$ cat src/rtl/core/brle8_pkg.sv
// ----------------------------------------------------------------------------
// brle8_pkg
// Shared types for the 8-bit BMP RLE run decoder: the handshake status of the
// iterative divider that the sequencer drives.
// ----------------------------------------------------------------------------
`timescale 1ns / 1ps

package brle8_pkg;

  // Divider status seen by the sequencer
  typedef struct packed {
    logic busy;  // iterations in progress
    logic done;  // one-cycle pulse, quotient and remainder valid
  } div_stat_t;

endpackage : brle8_pkg

$ cat src/rtl/core/brle8_div.sv
// ----------------------------------------------------------------------------
// brle8_div
// Restoring radix-2 divider, one quotient bit per cycle. A start pulse loads
// the operands; after the last quotient bit done pulses and the results hold
// until the next start.
// ----------------------------------------------------------------------------
`timescale 1ns / 1ps

module brle8_div #(
  parameter int unsigned DVD_W = 25,
  parameter int unsigned DVS_W = 13
) (
  input  logic                   clk_i,
  input  logic                   rst_ni,
  input  logic                   start_i,
  input  logic [DVD_W-1:0]       dividend_i,
  input  logic [DVS_W-1:0]       divisor_i,
  output brle8_pkg::div_stat_t   stat_o,
  output logic [DVD_W-1:0]       quot_o,
  output logic [DVS_W-1:0]       rem_o
);

  localparam int unsigned CNT_W = $clog2(DVD_W + 1);

  logic [DVD_W-1:0] dq_q, dq_d;   // dividend shifting out, quotient shifting in
  logic [DVS_W-1:0] d_q;
  logic [DVS_W-1:0] r_q, r_d;
  logic [CNT_W-1:0] cnt_q;
  logic             busy_q, done_q;

  logic [DVS_W:0]   trial;
  logic [DVS_W:0]   diff;
  logic             ge;

  // One restoring step
  always_comb begin
    trial = {r_q, dq_q[DVD_W-1]};
    diff  = trial - {1'b0, d_q};
    ge    = (trial >= {1'b0, d_q});
    r_d   = ge ? diff[DVS_W-1:0] : trial[DVS_W-1:0];
    dq_d  = {dq_q[DVD_W-2:0], ge};
  end

  // Control
  always_ff @(posedge clk_i or negedge rst_ni) begin
    if (!rst_ni) begin
      busy_q <= 1'b0;
      done_q <= 1'b0;
      cnt_q  <= '0;
    end else begin
      done_q <= 1'b0;
      if (start_i) begin
        busy_q <= 1'b1;
        cnt_q  <= CNT_W'(DVD_W);
      end else if (busy_q) begin
        cnt_q <= cnt_q - 1'b1;
        if (cnt_q == CNT_W'(1)) begin
          busy_q <= 1'b0;
          done_q <= 1'b1;
        end
      end
    end
  end

  // Datapath
  always_ff @(posedge clk_i) begin
    if (start_i) begin
      dq_q <= dividend_i;
      d_q  <= divisor_i;
      r_q  <= '0;
    end else if (busy_q) begin
      dq_q <= dq_d;
      r_q  <= r_d;
    end
  end

  assign stat_o.busy = busy_q;
  assign stat_o.done = done_q;
  assign quot_o      = dq_q;
  assign rem_o       = r_q;

endmodule : brle8_div

$ cat src/rtl/core/bmp_rle8_run_decoder.sv
// ----------------------------------------------------------------------------
// bmp_rle8_run_decoder
// Takes an 8-bit BMP RLE stream one byte per item and gives one
// (pixel_value, run_length, image_done) item per decoded run: encoded runs,
// single literal pixels, and zero-valued fills for end of line, end of bitmap
// and delta, all clipped at the last pixel of the image. A byte that only
// advances the parser (count, escape code, pad, delta x) leaves the sequencer
// idle and the input ready. A byte that makes a run goes through a small
// sequencer that shares one multiplier and one bit-serial divider: it takes the
// image limit, the position and the pixels left, then the delta length or, for
// end of line, the column from the divider, clips the run, and has the divider
// split the new position into row and column before the run goes out. The
// input is not ready while a run is in work; a finished run waits in the
// output register. Width and height are to be written through the
// configuration port only while idle; the block itself does not enforce it.
// ----------------------------------------------------------------------------
`timescale 1ns / 1ps

module bmp_rle8_run_decoder #(
  parameter int unsigned MAX_WIDTH  = 4096,
  parameter int unsigned MAX_HEIGHT = 4096
) (
  input  logic        clk_i,
  input  logic        rst_ni,
  // configuration
  input  logic        cfg_we_i,
  input  logic        cfg_index_i,
  input  logic [12:0] cfg_wdata_i,
  // compressed byte in
  input  logic        in_valid_i,
  output logic        in_ready_o,
  input  logic [7:0]  code_byte_i,
  // run out
  output logic        out_valid_o,
  input  logic        out_ready_i,
  output logic [7:0]  pixel_value_o,
  output logic [24:0] run_length_o,
  output logic        image_done_o
);

  localparam int unsigned RUN_W = 25;
  localparam longint unsigned POS_SPAN =
      longint'(MAX_WIDTH) * (longint'(MAX_HEIGHT) + 64'd1);
  localparam longint unsigned DLT_SPAN = longint'(MAX_WIDTH) * 64'd256 + 64'd256;
  localparam int unsigned POS_W = $clog2(POS_SPAN);
  localparam int unsigned LEN_W =
      $clog2(((DLT_SPAN > POS_SPAN) ? DLT_SPAN : POS_SPAN) + 64'd1);
  localparam int unsigned WD_W  = $clog2(MAX_WIDTH + 1);
  localparam int unsigned COL_W = $clog2(MAX_WIDTH);
  localparam int unsigned ROW_W = $clog2(MAX_HEIGHT + 1);
  localparam int unsigned MB_W  = (ROW_W > 8) ? ROW_W : 8;
  localparam int unsigned MC_W  = (COL_W > 8) ? COL_W : 8;
  localparam int unsigned PR_W  = WD_W + MB_W + 1;

  // Configuration register indexes
  localparam logic CFG_WIDTH  = 1'b0;
  localparam logic CFG_HEIGHT = 1'b1;

  // Parse phases
  localparam logic [2:0] PH_COUNT   = 3'd0;
  localparam logic [2:0] PH_VALUE   = 3'd1;
  localparam logic [2:0] PH_ESCAPE  = 3'd2;
  localparam logic [2:0] PH_LITERAL = 3'd3;
  localparam logic [2:0] PH_PAD     = 3'd4;
  localparam logic [2:0] PH_DX      = 3'd5;
  localparam logic [2:0] PH_DY      = 3'd6;

  // Escape codes after a zero count byte
  localparam logic [7:0] ESC_EOL   = 8'd0;
  localparam logic [7:0] ESC_EOB   = 8'd1;
  localparam logic [7:0] ESC_DELTA = 8'd2;

  // Run kinds
  localparam logic [1:0] RK_FIXED = 2'd0;
  localparam logic [1:0] RK_EOL   = 2'd1;
  localparam logic [1:0] RK_EOB   = 2'd2;
  localparam logic [1:0] RK_DELTA = 2'd3;

  // Sequencer states
  localparam logic [3:0] SQ_IDLE = 4'd0;
  localparam logic [3:0] SQ_LIM  = 4'd1;
  localparam logic [3:0] SQ_POS  = 4'd2;
  localparam logic [3:0] SQ_REM  = 4'd3;
  localparam logic [3:0] SQ_LEN  = 4'd4;
  localparam logic [3:0] SQ_DIVX = 4'd5;
  localparam logic [3:0] SQ_CLIP = 4'd6;
  localparam logic [3:0] SQ_DIVN = 4'd7;
  localparam logic [3:0] SQ_EMIT = 4'd8;

  logic [12:0]      width_q, width_d, height_q, height_d;
  logic [2:0]       phase_q, phase_d;
  logic [COL_W-1:0] col_q, col_d;
  logic [ROW_W-1:0] row_q, row_d;
  logic [7:0]       pend_q, pend_d;
  logic             pad_q, pad_d;
  logic [7:0]       dx_q, dx_d;
  logic [3:0]       sq_q, sq_d;
  logic [1:0]       kind_q, kind_d;
  logic [7:0]       byte_q, byte_d;
  logic [LEN_W-1:0] len_q, len_d;
  logic [POS_W-1:0] limit_q, limit_d, pos_q, pos_d, rem_q, rem_d;
  logic [POS_W-1:0] run_q, run_d;
  logic             fin_q, fin_d;
  logic             out_valid_q, out_valid_d;
  logic [7:0]       out_val_q, out_val_d;
  logic [RUN_W-1:0] out_run_q, out_run_d;
  logic             out_done_q, out_done_d;

  logic             in_acc;
  logic [7:0]       pend_dec;
  logic [31:0]      w_raw, h_raw;
  logic [WD_W-1:0]  w_eff;
  logic [ROW_W-1:0] h_eff;
  logic [MB_W-1:0]  mul_b;
  logic [MC_W-1:0]  mul_c;
  logic [PR_W-1:0]  mul_res;
  logic [POS_W-1:0] rem_calc;
  logic [LEN_W-1:0] rem_ext, run_min;
  logic [POS_W-1:0] run_pos, npos;
  logic             emit_load;

  logic                 div_start;
  logic [POS_W-1:0]     div_dvd;
  brle8_pkg::div_stat_t div_stat;
  logic [POS_W-1:0]     div_quot;
  logic [WD_W-1:0]      div_rem;

  assign in_ready_o = (sq_q == SQ_IDLE);
  assign in_acc     = in_valid_i && in_ready_o;
  assign pend_dec   = (pend_q != 8'd0) ? pend_q - 8'd1 : 8'd0;

  // Effective image size: zero acts as one, clamp at the bounds
  always_comb begin
    w_raw = 32'(width_q);
    h_raw = 32'(height_q);
    if (width_q == 13'd0)         w_eff = WD_W'(1);
    else if (w_raw > MAX_WIDTH)   w_eff = WD_W'(MAX_WIDTH);
    else                          w_eff = WD_W'(w_raw);
    if (height_q == 13'd0)        h_eff = ROW_W'(1);
    else if (h_raw > MAX_HEIGHT)  h_eff = ROW_W'(MAX_HEIGHT);
    else                          h_eff = ROW_W'(h_raw);
  end

  // Shared multiply-add: width times (height | row | dy) plus (0 | column | dx)
  always_comb begin
    unique case (sq_q)
      SQ_LIM: begin
        mul_b = MB_W'(h_eff);
        mul_c = '0;
      end
      SQ_POS: begin
        mul_b = MB_W'(row_q);
        mul_c = MC_W'(col_q);
      end
      default: begin
        mul_b = MB_W'(byte_q);
        mul_c = MC_W'(dx_q);
      end
    endcase
    mul_res = PR_W'(w_eff) * PR_W'(mul_b) + PR_W'(mul_c);
  end

  // Pixels left to the image end, and the clipped run
  always_comb begin
    rem_calc = (pos_q < limit_q) ? limit_q - pos_q : '0;
    rem_ext  = LEN_W'(rem_q);
    run_min  = (len_q < rem_ext) ? len_q : rem_ext;
    run_pos  = POS_W'(run_min);
    npos     = pos_q + run_pos;
  end

  assign div_dvd   = (sq_q == SQ_REM) ? pos_q : npos;
  assign emit_load = (sq_q == SQ_EMIT) && (!out_valid_q || out_ready_i);

  // Parser and sequencer
  always_comb begin
    width_d    = width_q;
    height_d   = height_q;
    phase_d    = phase_q;
    col_d      = col_q;
    row_d      = row_q;
    pend_d     = pend_q;
    pad_d      = pad_q;
    dx_d       = dx_q;
    sq_d       = sq_q;
    kind_d     = kind_q;
    byte_d     = byte_q;
    len_d      = len_q;
    limit_d    = limit_q;
    pos_d      = pos_q;
    rem_d      = rem_q;
    run_d      = run_q;
    fin_d      = fin_q;
    div_start  = 1'b0;
    out_val_d  = out_val_q;
    out_run_d  = out_run_q;
    out_done_d = out_done_q;

    // configuration writes
    if (cfg_we_i) begin
      if (cfg_index_i == CFG_WIDTH) width_d = cfg_wdata_i;
      else if (cfg_index_i == CFG_HEIGHT) height_d = cfg_wdata_i;
    end

    unique case (sq_q)
      SQ_IDLE: begin
        if (in_acc) begin
          byte_d = code_byte_i;
          len_d  = LEN_W'(1);
          unique case (phase_q)
            PH_VALUE: begin
              phase_d = PH_COUNT;
              kind_d  = RK_FIXED;
              len_d   = LEN_W'(pend_q);
              sq_d    = SQ_LIM;
            end
            PH_ESCAPE: begin
              if (code_byte_i > ESC_DELTA) begin
                pend_d  = code_byte_i;
                pad_d   = code_byte_i[0];
                phase_d = PH_LITERAL;
              end else if (code_byte_i == ESC_DELTA) begin
                phase_d = PH_DX;
              end else begin
                phase_d = PH_COUNT;
                if (code_byte_i == ESC_EOL) kind_d = RK_EOL;
                else if (code_byte_i == ESC_EOB) kind_d = RK_EOB;
                sq_d    = SQ_LIM;
              end
            end
            PH_LITERAL: begin
              pend_d = pend_dec;
              if (pend_dec == 8'd0) phase_d = pad_q ? PH_PAD : PH_COUNT;
              kind_d = RK_FIXED;
              sq_d   = SQ_LIM;
            end
            PH_PAD: begin
              pad_d   = 1'b0;
              phase_d = PH_COUNT;
            end
            PH_DX: begin
              dx_d    = code_byte_i;
              phase_d = PH_DY;
            end
            PH_DY: begin
              phase_d = PH_COUNT;
              kind_d  = RK_DELTA;
              sq_d    = SQ_LIM;
            end
            default: begin
              // count byte; unused codes parse the same way
              if (code_byte_i != 8'd0) begin
                pend_d  = code_byte_i;
                phase_d = PH_VALUE;
              end else begin
                phase_d = PH_ESCAPE;
              end
            end
          endcase
        end
      end
      SQ_LIM: begin
        limit_d = POS_W'(mul_res);
        sq_d    = SQ_POS;
      end
      SQ_POS: begin
        pos_d = POS_W'(mul_res);
        sq_d  = SQ_REM;
      end
      SQ_REM: begin
        rem_d = rem_calc;
        unique case (kind_q)
          RK_EOL: begin
            div_start = 1'b1;
            sq_d      = SQ_DIVX;
          end
          RK_EOB: begin
            len_d = LEN_W'(rem_calc);
            sq_d  = SQ_CLIP;
          end
          RK_DELTA: sq_d = SQ_LEN;
          default:  sq_d = SQ_CLIP;
        endcase
      end
      SQ_LEN: begin
        len_d = LEN_W'(mul_res);
        sq_d  = SQ_CLIP;
      end
      SQ_DIVX: begin
        // column of the current position; none to fill at column zero
        if (div_stat.done) begin
          if (div_rem == '0) begin
            sq_d = SQ_IDLE;
          end else begin
            len_d = LEN_W'(w_eff - div_rem);
            sq_d  = SQ_CLIP;
          end
        end
      end
      SQ_CLIP: begin
        if (run_min == '0) begin
          sq_d = SQ_IDLE;
        end else begin
          run_d     = run_pos;
          fin_d     = (run_pos == rem_q);
          div_start = 1'b1;
          sq_d      = SQ_DIVN;
        end
      end
      SQ_DIVN: begin
        if (div_stat.done) begin
          row_d = ROW_W'(div_quot);
          col_d = COL_W'(div_rem);
          sq_d  = SQ_EMIT;
        end
      end
      SQ_EMIT: begin
        if (emit_load) begin
          out_val_d  = (kind_q == RK_FIXED) ? byte_q : 8'd0;
          out_run_d  = RUN_W'(run_q);
          out_done_d = fin_q;
          sq_d       = SQ_IDLE;
        end
      end
      default: sq_d = SQ_IDLE;
    endcase
  end

  // Output register valid
  always_comb begin
    if (emit_load)        out_valid_d = 1'b1;
    else if (out_ready_i) out_valid_d = 1'b0;
    else                  out_valid_d = out_valid_q;
  end

  // Control and parse state
  always_ff @(posedge clk_i or negedge rst_ni) begin
    if (!rst_ni) begin
      width_q     <= 13'd640;
      height_q    <= 13'd480;
      phase_q     <= PH_COUNT;
      col_q       <= '0;
      row_q       <= '0;
      pend_q      <= 8'd0;
      pad_q       <= 1'b0;
      dx_q        <= 8'd0;
      sq_q        <= SQ_IDLE;
      out_valid_q <= 1'b0;
    end else begin
      width_q     <= width_d;
      height_q    <= height_d;
      phase_q     <= phase_d;
      col_q       <= col_d;
      row_q       <= row_d;
      pend_q      <= pend_d;
      pad_q       <= pad_d;
      dx_q        <= dx_d;
      sq_q        <= sq_d;
      out_valid_q <= out_valid_d;
    end
  end

  // Run datapath and output payload
  always_ff @(posedge clk_i) begin
    kind_q     <= kind_d;
    byte_q     <= byte_d;
    len_q      <= len_d;
    limit_q    <= limit_d;
    pos_q      <= pos_d;
    rem_q      <= rem_d;
    run_q      <= run_d;
    fin_q      <= fin_d;
    out_val_q  <= out_val_d;
    out_run_q  <= out_run_d;
    out_done_q <= out_done_d;
  end

  // Position split and end-of-line column
  brle8_div #(
    .DVD_W (POS_W),
    .DVS_W (WD_W)
  ) u_div (
    .clk_i      (clk_i),
    .rst_ni     (rst_ni),
    .start_i    (div_start),
    .dividend_i (div_dvd),
    .divisor_i  (w_eff),
    .stat_o     (div_stat),
    .quot_o     (div_quot),
    .rem_o      (div_rem)
  );

  assign out_valid_o   = out_valid_q;
  assign pixel_value_o = out_val_q;
  assign run_length_o  = out_run_q;
  assign image_done_o  = out_done_q;

  // A run is handed over only with a nonzero length
  assert property (@(posedge clk_i) disable iff (!rst_ni)
    (sq_q == SQ_EMIT) |-> (run_q != '0))
    else $error("empty run reached the output stage");

  // Divider results arrive only while the sequencer waits for them
  assert property (@(posedge clk_i) disable iff (!rst_ni)
    div_stat.done |-> (sq_q == SQ_DIVX || sq_q == SQ_DIVN))
    else $error("divider finished outside a wait state");

  // No new byte is taken while the divider is iterating
  assert property (@(posedge clk_i) disable iff (!rst_ni)
    in_ready_o |-> !div_stat.busy)
    else $error("input ready while divider busy");

  // A run waiting on a full output stage stays put
  assert property (@(posedge clk_i) disable iff (!rst_ni)
    (sq_q == SQ_EMIT && out_valid_q && !out_ready_i) |=> (sq_q == SQ_EMIT))
    else $error("run dropped while output stage full");

endmodule : bmp_rle8_run_decoder

$ cat config.mk
export PLATFORM = sky130hd
export DESIGN_NAME = bmp_rle8_run_decoder
export DESIGN_NICKNAME = d
export VERILOG_FILES = /design/src/rtl/core/brle8_pkg.sv /design/src/rtl/core/brle8_div.sv /design/src/rtl/core/bmp_rle8_run_decoder.sv
export SDC_FILE = /design/constraint.sdc
export NUM_CORES = 1
export LEC_CHECK = 0
export BUFFER_PORTS_ARGS = -buffer_cell sky130_fd_sc_hd__buf_2
export CORE_ASPECT_RATIO = 0.8
export CORE_MARGIN = 3
export CORE_UTILIZATION = 45
export CTS_BUF_LIST = sky130_fd_sc_hd__clkbuf_4 sky130_fd_sc_hd__clkbuf_8
export CTS_CLUSTER_DIAMETER = 100
export DETAILED_ROUTE_END_ITERATION = 16
export MAX_ROUTING_LAYER = met4
export SYNTH_ARGS = -nofsm -noshare
export SYNTH_HDL_FRONTEND = slang
export SYNTH_HIERARCHICAL = 1
export SYNTH_SLANG_ARGS = --single-unit
export TNS_END_PERCENT = 1
$ cat constraint.sdc
create_clock -name clk_i -period 16.2 [get_ports clk_i]
set_clock_uncertainty 0.05 [all_clocks]
set_input_delay 0.81 -clock clk_i [delete_from_list [all_inputs] [get_ports clk_i]]
set_output_delay 0.81 -clock clk_i [all_outputs]
set_load 0.01 [all_outputs]
# [Word-level counts from Yosys, hierarchy flattened]
# Cells that the tools add are included.
# Widths: inputs -> output; s select.
[classes] addsub=7 n_mul=1 n_lt_le_gt_ge=6 n_eq_ne=35 n_mux=59 n_bitwise=3 n_reduce_logical=37
[ops] cell="$mux 25" n=9
[ops] cell="$pmux 25 s4" n=1
[ops] cell="$mux 13" n=5
[ops] cell="$lt 25x25->1" n=2
[ops] cell="$logic_not 13->1" n=3
[ops] cell="$pmux 4 s9" n=1
[ops] cell="$mux 8" n=4
[ops] cell="$gt 13x13->1 const B" n=2
[ops] cell="$pmux 13 s2" n=1
[ops] cell="$add 25x12->25" n=1
[ops] cell="$add 25x25->25" n=1
[ops] cell="$eq 25x25->1" n=1
[ops] cell="$logic_not 25->1" n=1
[ops] cell="$mul 13x13->25" n=1
[ops] cell="$sub 25x25->25" n=1
[ops] cell="$mux 4" n=6
[ops] cell="$pmux 12 s2" n=1
[ops] cell="$pmux 8 s3" n=1
[ops] cell="$mux 3" n=6
[ops] cell="$eq 4x3->1 const B" n=4
[ops] cell="$logic_not 8->1" n=2
[ops] cell="$reduce_bool 8->1" n=2
[ops] cell="$ge 14x13->1" n=1
[ops] cell="$sub 13x13->14" n=1
[ops] cell="45 further kinds" n=90
[totals] regBits=304 inputBits=27 elab_cells=175

# [Longest topological paths before layout]
# Gate-level depths: netlist of the first run.
[depth] ltp_word=7 mapped_depth=32 depth_no_buf=29

# [Hierarchy]
# Netlist of the first run, hierarchy kept.
[modules_own_cells] mod="bmp_rle8_run_decoder" instances=1 cells_per_inst=2008 area_per_inst_um2=19757.7
[modules_own_cells] mod="brle8_div" instances=1 cells_per_inst=271 area_per_inst_um2=3103.0

# [Least setup slack after synthesis of the first run]
# Ideal clock, no wire load.
[synth_path] path_type="flip-flop to flip-flop" from="register sq_q[3]" to="register len_q[24], data pin" setup_time_ns=0.261 arrival_time_ns=7.045 required_ns=15.889 path_slack_ns=8.845 stages_incl_launch_ff=31 n_path_buf=3 period_less_slack_ns=7.355 cell_sequence="dfrtp_1 clkbuf_1 nor2_1 nand3b_1 clkbuf_1 nand2_1 o21ai_0 clkbuf_1 nor2_1 fa_1 inv_1 fa_1 inv_1 fa_1 inv_1 fa_1 inv_1 fa_1 inv_1 fa_1 inv_1 ha_1 nand2_1 o21ai_0 nor2_1 a21oi_1 a211oi_1 o31a_1 o21ai_0 nand3_1 a221o_1"
[synth_between] elab_chain_len=5 elab_cells_between_ends=11 classes_between="add/sub (1); mul (1); eq/ne (5); mux (3); reduce/logical (1)"
[synth_rtl] item="start, declared" line_no="bmp_rle8_run_decoder.sv:97" rtl="logic [3:0] sq_q, sq_d;"
[synth_rtl] item="start signal, assigned" line_no="bmp_rle8_run_decoder.sv:358" rtl="sq_q <= sq_d;"
[synth_rtl] item="$eq 4x2->1 / $eq 4x1->1 (equally long branches)" line_no="bmp_rle8_run_decoder.sv:146" rtl="unique case (sq_q)"
[synth_rtl] item="$pmux 13 s2" line_no="bmp_rle8_run_decoder.sv:146"
[synth_rtl] item="$mul 13x13->25" line_no="bmp_rle8_run_decoder.sv:160" rtl="mul_res = PR_W'(w_eff) * PR_W'(mul_b) + PR_W'(mul_c);"
[synth_rtl] item="$add 25x12->25 (*)" line_no="bmp_rle8_run_decoder.sv:160"
[synth_rtl] item="via mul_res[24]" line_no="bmp_rle8_run_decoder.sv:116" rtl="logic [PR_W-1:0] mul_res;"
[synth_rtl] item="$pmux 25 s4 (*)" line_no="bmp_rle8_run_decoder.sv:205" rtl="unique case (sq_q)"
[synth_rtl] item="via len_d[24]" line_no="bmp_rle8_run_decoder.sv:100" rtl="logic [LEN_W-1:0] len_q, len_d;"
[synth_rtl] item="end signal, assigned" line_no="bmp_rle8_run_decoder.sv:367" rtl="len_q <= len_d;"
[synth_rtl] item="end, declared" line_no="bmp_rle8_run_decoder.sv:100"
# Mark *: on every way through the listed nets, which the timed path passes. The rest lies on a longest branch.
# A chain may end at the register's enable or synchronous reset.

# [Final worst setup path of the first run]
[layout_path] from="register sq_q[0]" to="register len_q[24], data pin"
# Same word-level chain as after synthesis.

==> results of run 1 <==
[state kept, by name, summed over array words and instances, names as in the netlist, 12 cells and up]
name	flops
col_q	12
height_q	13
len_q	25
limit_q	25
pos_q	25
rem_ext	25
row_q	13
run_length_o	25
run_q	25
u_div/d_q	13
u_div/quot_o	25
u_div/rem_o	13
width_q	13
[area by class of cell]
| type | count | area (µm²) |
|---|---|---|
| diodes | 1 | 2.50 |
| clock buffers | 69 | 881 |
| clock inverters | 27 | 184 |
| fillers | 4652 | 25000 |
| inverters | 281 | 1050 |
| multi-input cells | 1631 | 13000 |
| flip-flops and latches | 304 | 8590 |
| well taps | 675 | 845 |
| repair buffers | 79 | 443 |
[routing by layer]
layer,share of wire (%),vias to the layer above,GRT usage [%]
met5,0,-,-
met4,2.7,0,6.99
met3,9.9,107,7.28
met2,42,615,34.7
met1,45,8545,34.4
li1,-,8059,-
[worst max-delay path by stage]
stage / depth (start not counted) / slack (ns) / end / start
detailed placement: 23 / 7.45 / len_q[24] / sq_q[0]
global route: 24 / 6.67 / len_q[24] / sq_q[0]
global placement: 24 / 7.82 / len_q[24] / sq_q[0]
CTS: 23 / 7.38 / len_q[24] / sq_q[0]
floorplan: 30 / 8.84 / len_q[24] / sq_q[3]
finish: 23 / 7.32 / len_q[24] / sq_q[0]
[cells in the final DEF (no fill, tap or decap), types with 6 or more instances in the layout]
| cell type | instances |
|---|---|
| a211oi_1 | 14 |
| a21o_1 | 32 |
| a21oi_1 | 100 |
| a22o_1 | 16 |
| a22oi_1 | 14 |
| a311oi_2 | 6 |
| a31oi_1 | 16 |
| and2_1 | 27 |
| buf_2 | 61 |
| buf_4 | 17 |
| clkbuf_4 | 11 |
| clkbuf_8 | 58 |
| clkinv_1 | 27 |
| clkinv_2 | 7 |
| dfrtp_1 | 77 |
| dfstp_2 | 6 |
| dfxtp_1 | 13 |
| edfxtp_1 | 208 |
| fa_1 | 132 |
| ha_1 | 189 |
| inv_1 | 268 |
| mux2_2 | 96 |
| nand2_1 | 243 |
| nand2b_1 | 23 |
| nand3_1 | 35 |
| nand4_1 | 17 |
| nor2_1 | 198 |
| nor2b_1 | 16 |
| nor3_1 | 40 |
| nor4_1 | 25 |
| o211ai_1 | 14 |
| o21a_1 | 12 |
| o21ai_0 | 122 |
| o21bai_1 | 13 |
| o31ai_1 | 7 |
| or2_2 | 7 |
| or3_1 | 12 |
| xnor2_1 | 78 |
| xor2_1 | 35 |
[what timing repair did]
item / in CTS / in global routing
setup buffers: 0 / 0
hold buffers: 1 / 0
endpoints found under the hold margin: 15 / 0
[worst max-delay path: cells and delay by family, from the launching register on]
family | cells | cell delay [ns]
AO/OA/AOI/OAI | 9 | 3.30
flip-flops | 1 | 0.65
adder cells (fa/ha/maj) | 7 | 3.51
buffers and inverters | 3 | 0.15
AND/OR/NAND/NOR | 4 | 0.90
[through the flow]
step / hold WS [ns] / std cells / worst slack, ns / utilization (%) / cell area (µm²)
floorplan: 0.350 / 2278 / 8.84 / - / 22900
global placement: 0.356 / 2969 / 7.82 / 47.9 / 23900
detailed placement: 0.355 / 2969 / 7.45 / 47.9 / 23900
CTS: 0.308 / 3066 / 7.38 / 50.0 / 25000
global route: 0.326 / 3067 / 6.67 / 50.0 / 25000
finish: 0.363 / 3067 / 7.32 / 50.0 / 25000
==> flow_summary.ini, run 1 <==
[status]
outcome = complete, no violations

[floorplan]
die_area_um2 = 53500
core_um2 = 50000
die_y_um = 208
dieWidth_um = 258
rows = 73
io_pins = 63
start_util_pct = 45.7

[routing]
vias = 17300
final_antenna_net_count = 0
wirelength_mm = 64.2
drtPass1Iterations = 5
drt-wirelength-per-cell_um = 20.9
drc_errors = 0
via_per_inst = 5.65
drt_iter0_drc = 1466

[synthesis]
yosys_warnings = 6
syn_avg_cell_area_um2 = 10.0
syn_nets = 2626
syn-cell-area_um2 = 22900
syn_inst = 2278

[worst_setup_path]
reg2reg_depth = 23
r2r-start = sq_q[0]
end_kind = flop
crit_chain = nand3b_1 > a21oi_1 > nand2_1 > a21oi_1 > nand2_1 > fa_1 > fa_1 > fa_1 > inv_1 > fa_1 > fa_1 > inv_1 > fa_1 > inv_1 > ha_1 > o21a_1 > o21ai_0 > a21oi_1 > a211oi_1 > o31a_1 > o21ai_0 > nand3_1 > a221o_1
cp_common_cell = fa_1
worst-setup-path-type = reg2reg
crit_fanout = 15
cp-start-kind = flop
slowest_stage = a21oi_1
cp.required_ns = 16.53
rr_endpoint = len_q[24]
r2r_slack_ns = 7.32
cpPeakStageDelay_ns = 0.93
cp.arrival_ns = 9.22

[timing]
final_max_slew_viol_count = 0
setup_viol = 0
hold_viol = 0
slew-limit-headroom_pct = 16.5
tns_ns = 0
period_needed_ns = 8.88
rsz0062_at_grt = false
worstMarginPinSlew_ns = 1.25
max_freq_ghz = 0.113
fin_crit_sh_pct = 54.8

[clock_tree]
clkTransAtPathRegs_ns = 0.06
root_buffer = clkbuf_8
clock_sink_count = 304
cts_tree = built
insertion_delay_ns = 0.65
cts_buffers = 52
htree_levels = 2
cts_buffer_depth = 3
cts_resized = 0

[place]
port_buffers = 62
dp_hpwl_mm = 50.4
routabilityCongestion = 0.946

[hold_path]
hp-class = in2reg
whs_path_depth = 3
hold_end = width_q[12]
hold_path_startpoint = cfg_wdata_i[12]

[job]
maxCapViolations = 0

[layout]
drive_gt1_share_pct = 12.2
syn2layout_area_growth_pct = 9.36
layout.nets = 2697

[global_routing]
grt_max_degree = 69
overflow = 0
grt_pass1_wl_mm = 98.8
grt_pass1_vias = 17100
antenna_found_initial = 2
grtUsageTotal_pct = 24.6
Power of run 1 is left out: the tool's default activity adds up to more than one toggle a clock period on the data nets, which glitch-free logic cannot reach.
==> run 2: changes to the inputs <==
Clock period 16.2 ns to 8.5 ns, I/O delays scaled along.
==> run 2 against run 1 <==
Net effect: non-clock buffer count increased by 37; first-iteration DRC count down 4.8%; sequential share of layout area is 0.37 points lower; sequential cell count did not move; via count increased by 0.59%; cell count rose by 1.2%; routed wire length grew 1.2%; critical path depth up 2; die area stayed put; worst hold slack worse by 0.31 ns; design area grew 1.1%; highest routed layer unchanged.
==> flow_summary.ini, run 2 (synthesis results as in run 1) <==
[timing]
worstMarginPinSlew_ns = 1.20
fin_crit_sh_pct = 93.9
rsz0062_at_grt = false
slew-limit-headroom_pct = 19.9
setup_viol = 0
tns_ns = 0
hold_viol = 0
final_max_slew_viol_count = 0
period_needed_ns = 7.98
max_freq_ghz = 0.125

[floorplan]
dieWidth_um = 258
rows = 73
io_pins = 63
start_util_pct = 45.7
core_um2 = 50000
die_area_um2 = 53500
die_y_um = 208

[worst_setup_path]
cp_common_cell = fa_1
worst-path-buf-inv = 5
worst-setup-path-type = reg2reg
critical_path.top_delay_family = adder cells
slowest_stage = o21ai_0
cp.arrival_ns = 8.31
crit_fanout = 12
end_kind = flop
cp.required_ns = 8.83
cpPeakStageDelay_ns = 0.61
cp-start-kind = flop

[global_routing]
grtUsageTotal_pct = 24.9
grt-busiest-layer = met2
grt_pass1_wl_mm = 99.4
overflow = 0
gr-usage-met3_pct = 6.10
grt_max_degree = 73
grt_pass1_vias = 17200
grtUsageMet1_pct = 34.4
antenna_found_initial = 1
use_met2_pct = 36.4

[clock_tree]
root_buffer = clkbuf_8
insertion_delay_ns = 0.64
cts_tree = built
htree_levels = 2
clock_sink_count = 304
clkTransAtPathRegs_ns = 0.06
cts_buffers = 52
cts_buffer_depth = 3

[routing]
drt-wirelength-per-cell_um = 20.9
vias = 17400
drc_errors = 0
final_antenna_net_count = 0
via_per_inst = 5.62
drtPass1Iterations = 7
wirelength_mm = 65.0
drt_iter0_drc = 1396

[layout]
layout_common_cells = inv_1 (268), nand2_1 (243), edfxtp_1 (208), nor2_1 (198), ha_1 (189)
syn2layout_area_growth_pct = 10.6
drive_gt1_share_pct = 12.9
final_area_um2 = 25300
fillers = 4599
final_common_cell = inv_1
layout.nets = 2734
n_antenna_cell = 0

[place]
dp_hpwl_mm = 50.9
placed_area_um2 = 24100
port_buffers = 62
routabilityCongestion = 0.961

[hold_path]
hp-class = in2reg

[status]
outcome = complete, no violations

[job]
maxCapViolations = 0
-- run 2: cell types whose count changed in the layout (fill, tap and decap cells not counted), sizes merged --
cell,previous run,this run
inv,270,269
clkinvlp,1,3
clkinv,35,33
buf,78,96
bufinv,2,1
dlygate4sd3,1,20
clkbuf,69,71
diode,1,0
-- run 2: metrics by stage --
step	worst slack, ns	hold WS, ns	std cells	util, %
after global placement	0.840	0.236	2987	48.1
after CTS	0.611	0.00139	3103	50.6
after detailed placement	0.648	0.237	2987	48.1
after floorplan	1.14	0.0794	2278	-
after global routing	0.0901	0.0140	3103	50.6
final	0.521	0.0551	3103	50.6
-- run 2: worst paths after layout --
check                            start               to  slack [ns]  cells past startpoint
max                            sq_q[1]        len_q[24]        0.52                     25
max in group asynchronous       rst_ni        pend_q[6]        6.99                      3
min                        out_ready_i      out_valid_o        0.06                      3
max reg2reg                    sq_q[1]        len_q[24]        0.52                     25
min reg2reg                   run_q[1]  run_length_o[1]        0.36                      0
min in group asynchronous       rst_ni        col_q[11]        0.13                      2
-- run 2: area by class of cell --
cell class	instances	area, µm²	area share [%]
multi-input combinational	1631	13000	51.4
sequential	304	8590	34.0
inverter	281	1050	4.17
clock buffer	71	865	3.42
tap	675	845	3.34
timing repair buffer	116	768	3.04
clock inverter	25	153	0.604
-- run 2: worst register-to-register path, cell delays in order (launching register included) --
cell	delay [ns]
dfrtp_1	0.55
nand3b_1	0.39
nand2_1	0.25
o21ai_0	0.61
buf_4	0.28
nor2_1	0.07
fa_1	0.52
inv_1	0.06
fa_1	0.53
inv_1	0.06
fa_1	0.52
fa_1	0.45
fa_1	0.55
inv_1	0.06
fa_1	0.53
inv_1	0.04
ha_1	0.37
nand2_1	0.07
o21ai_0	0.25
nor2_1	0.07
a21oi_1	0.28
a211oi_1	0.16
o31a_1	0.35
o21ai_0	0.16
nand3_1	0.15
a221o_1	0.34
-- run 2: routing by layer --
metal	routed length, µm	vias to the layer above	share of wire [%]
li1	-	8130	-
met2	28100	648	43
met5	0	-	0
met1	29300	8531	45
met3	5720	119	8.8
met4	1850	0	2.9
-- run 2: timing repair --
item | 4_1_cts | 5_1_grt
buffers inserted | 0 | 0
endpoints found under the hold margin | 43 | 0
gates resized for setup | 0 | 0
hold buffers | 20 | 0
Power of run 2 is left out for the same reason.
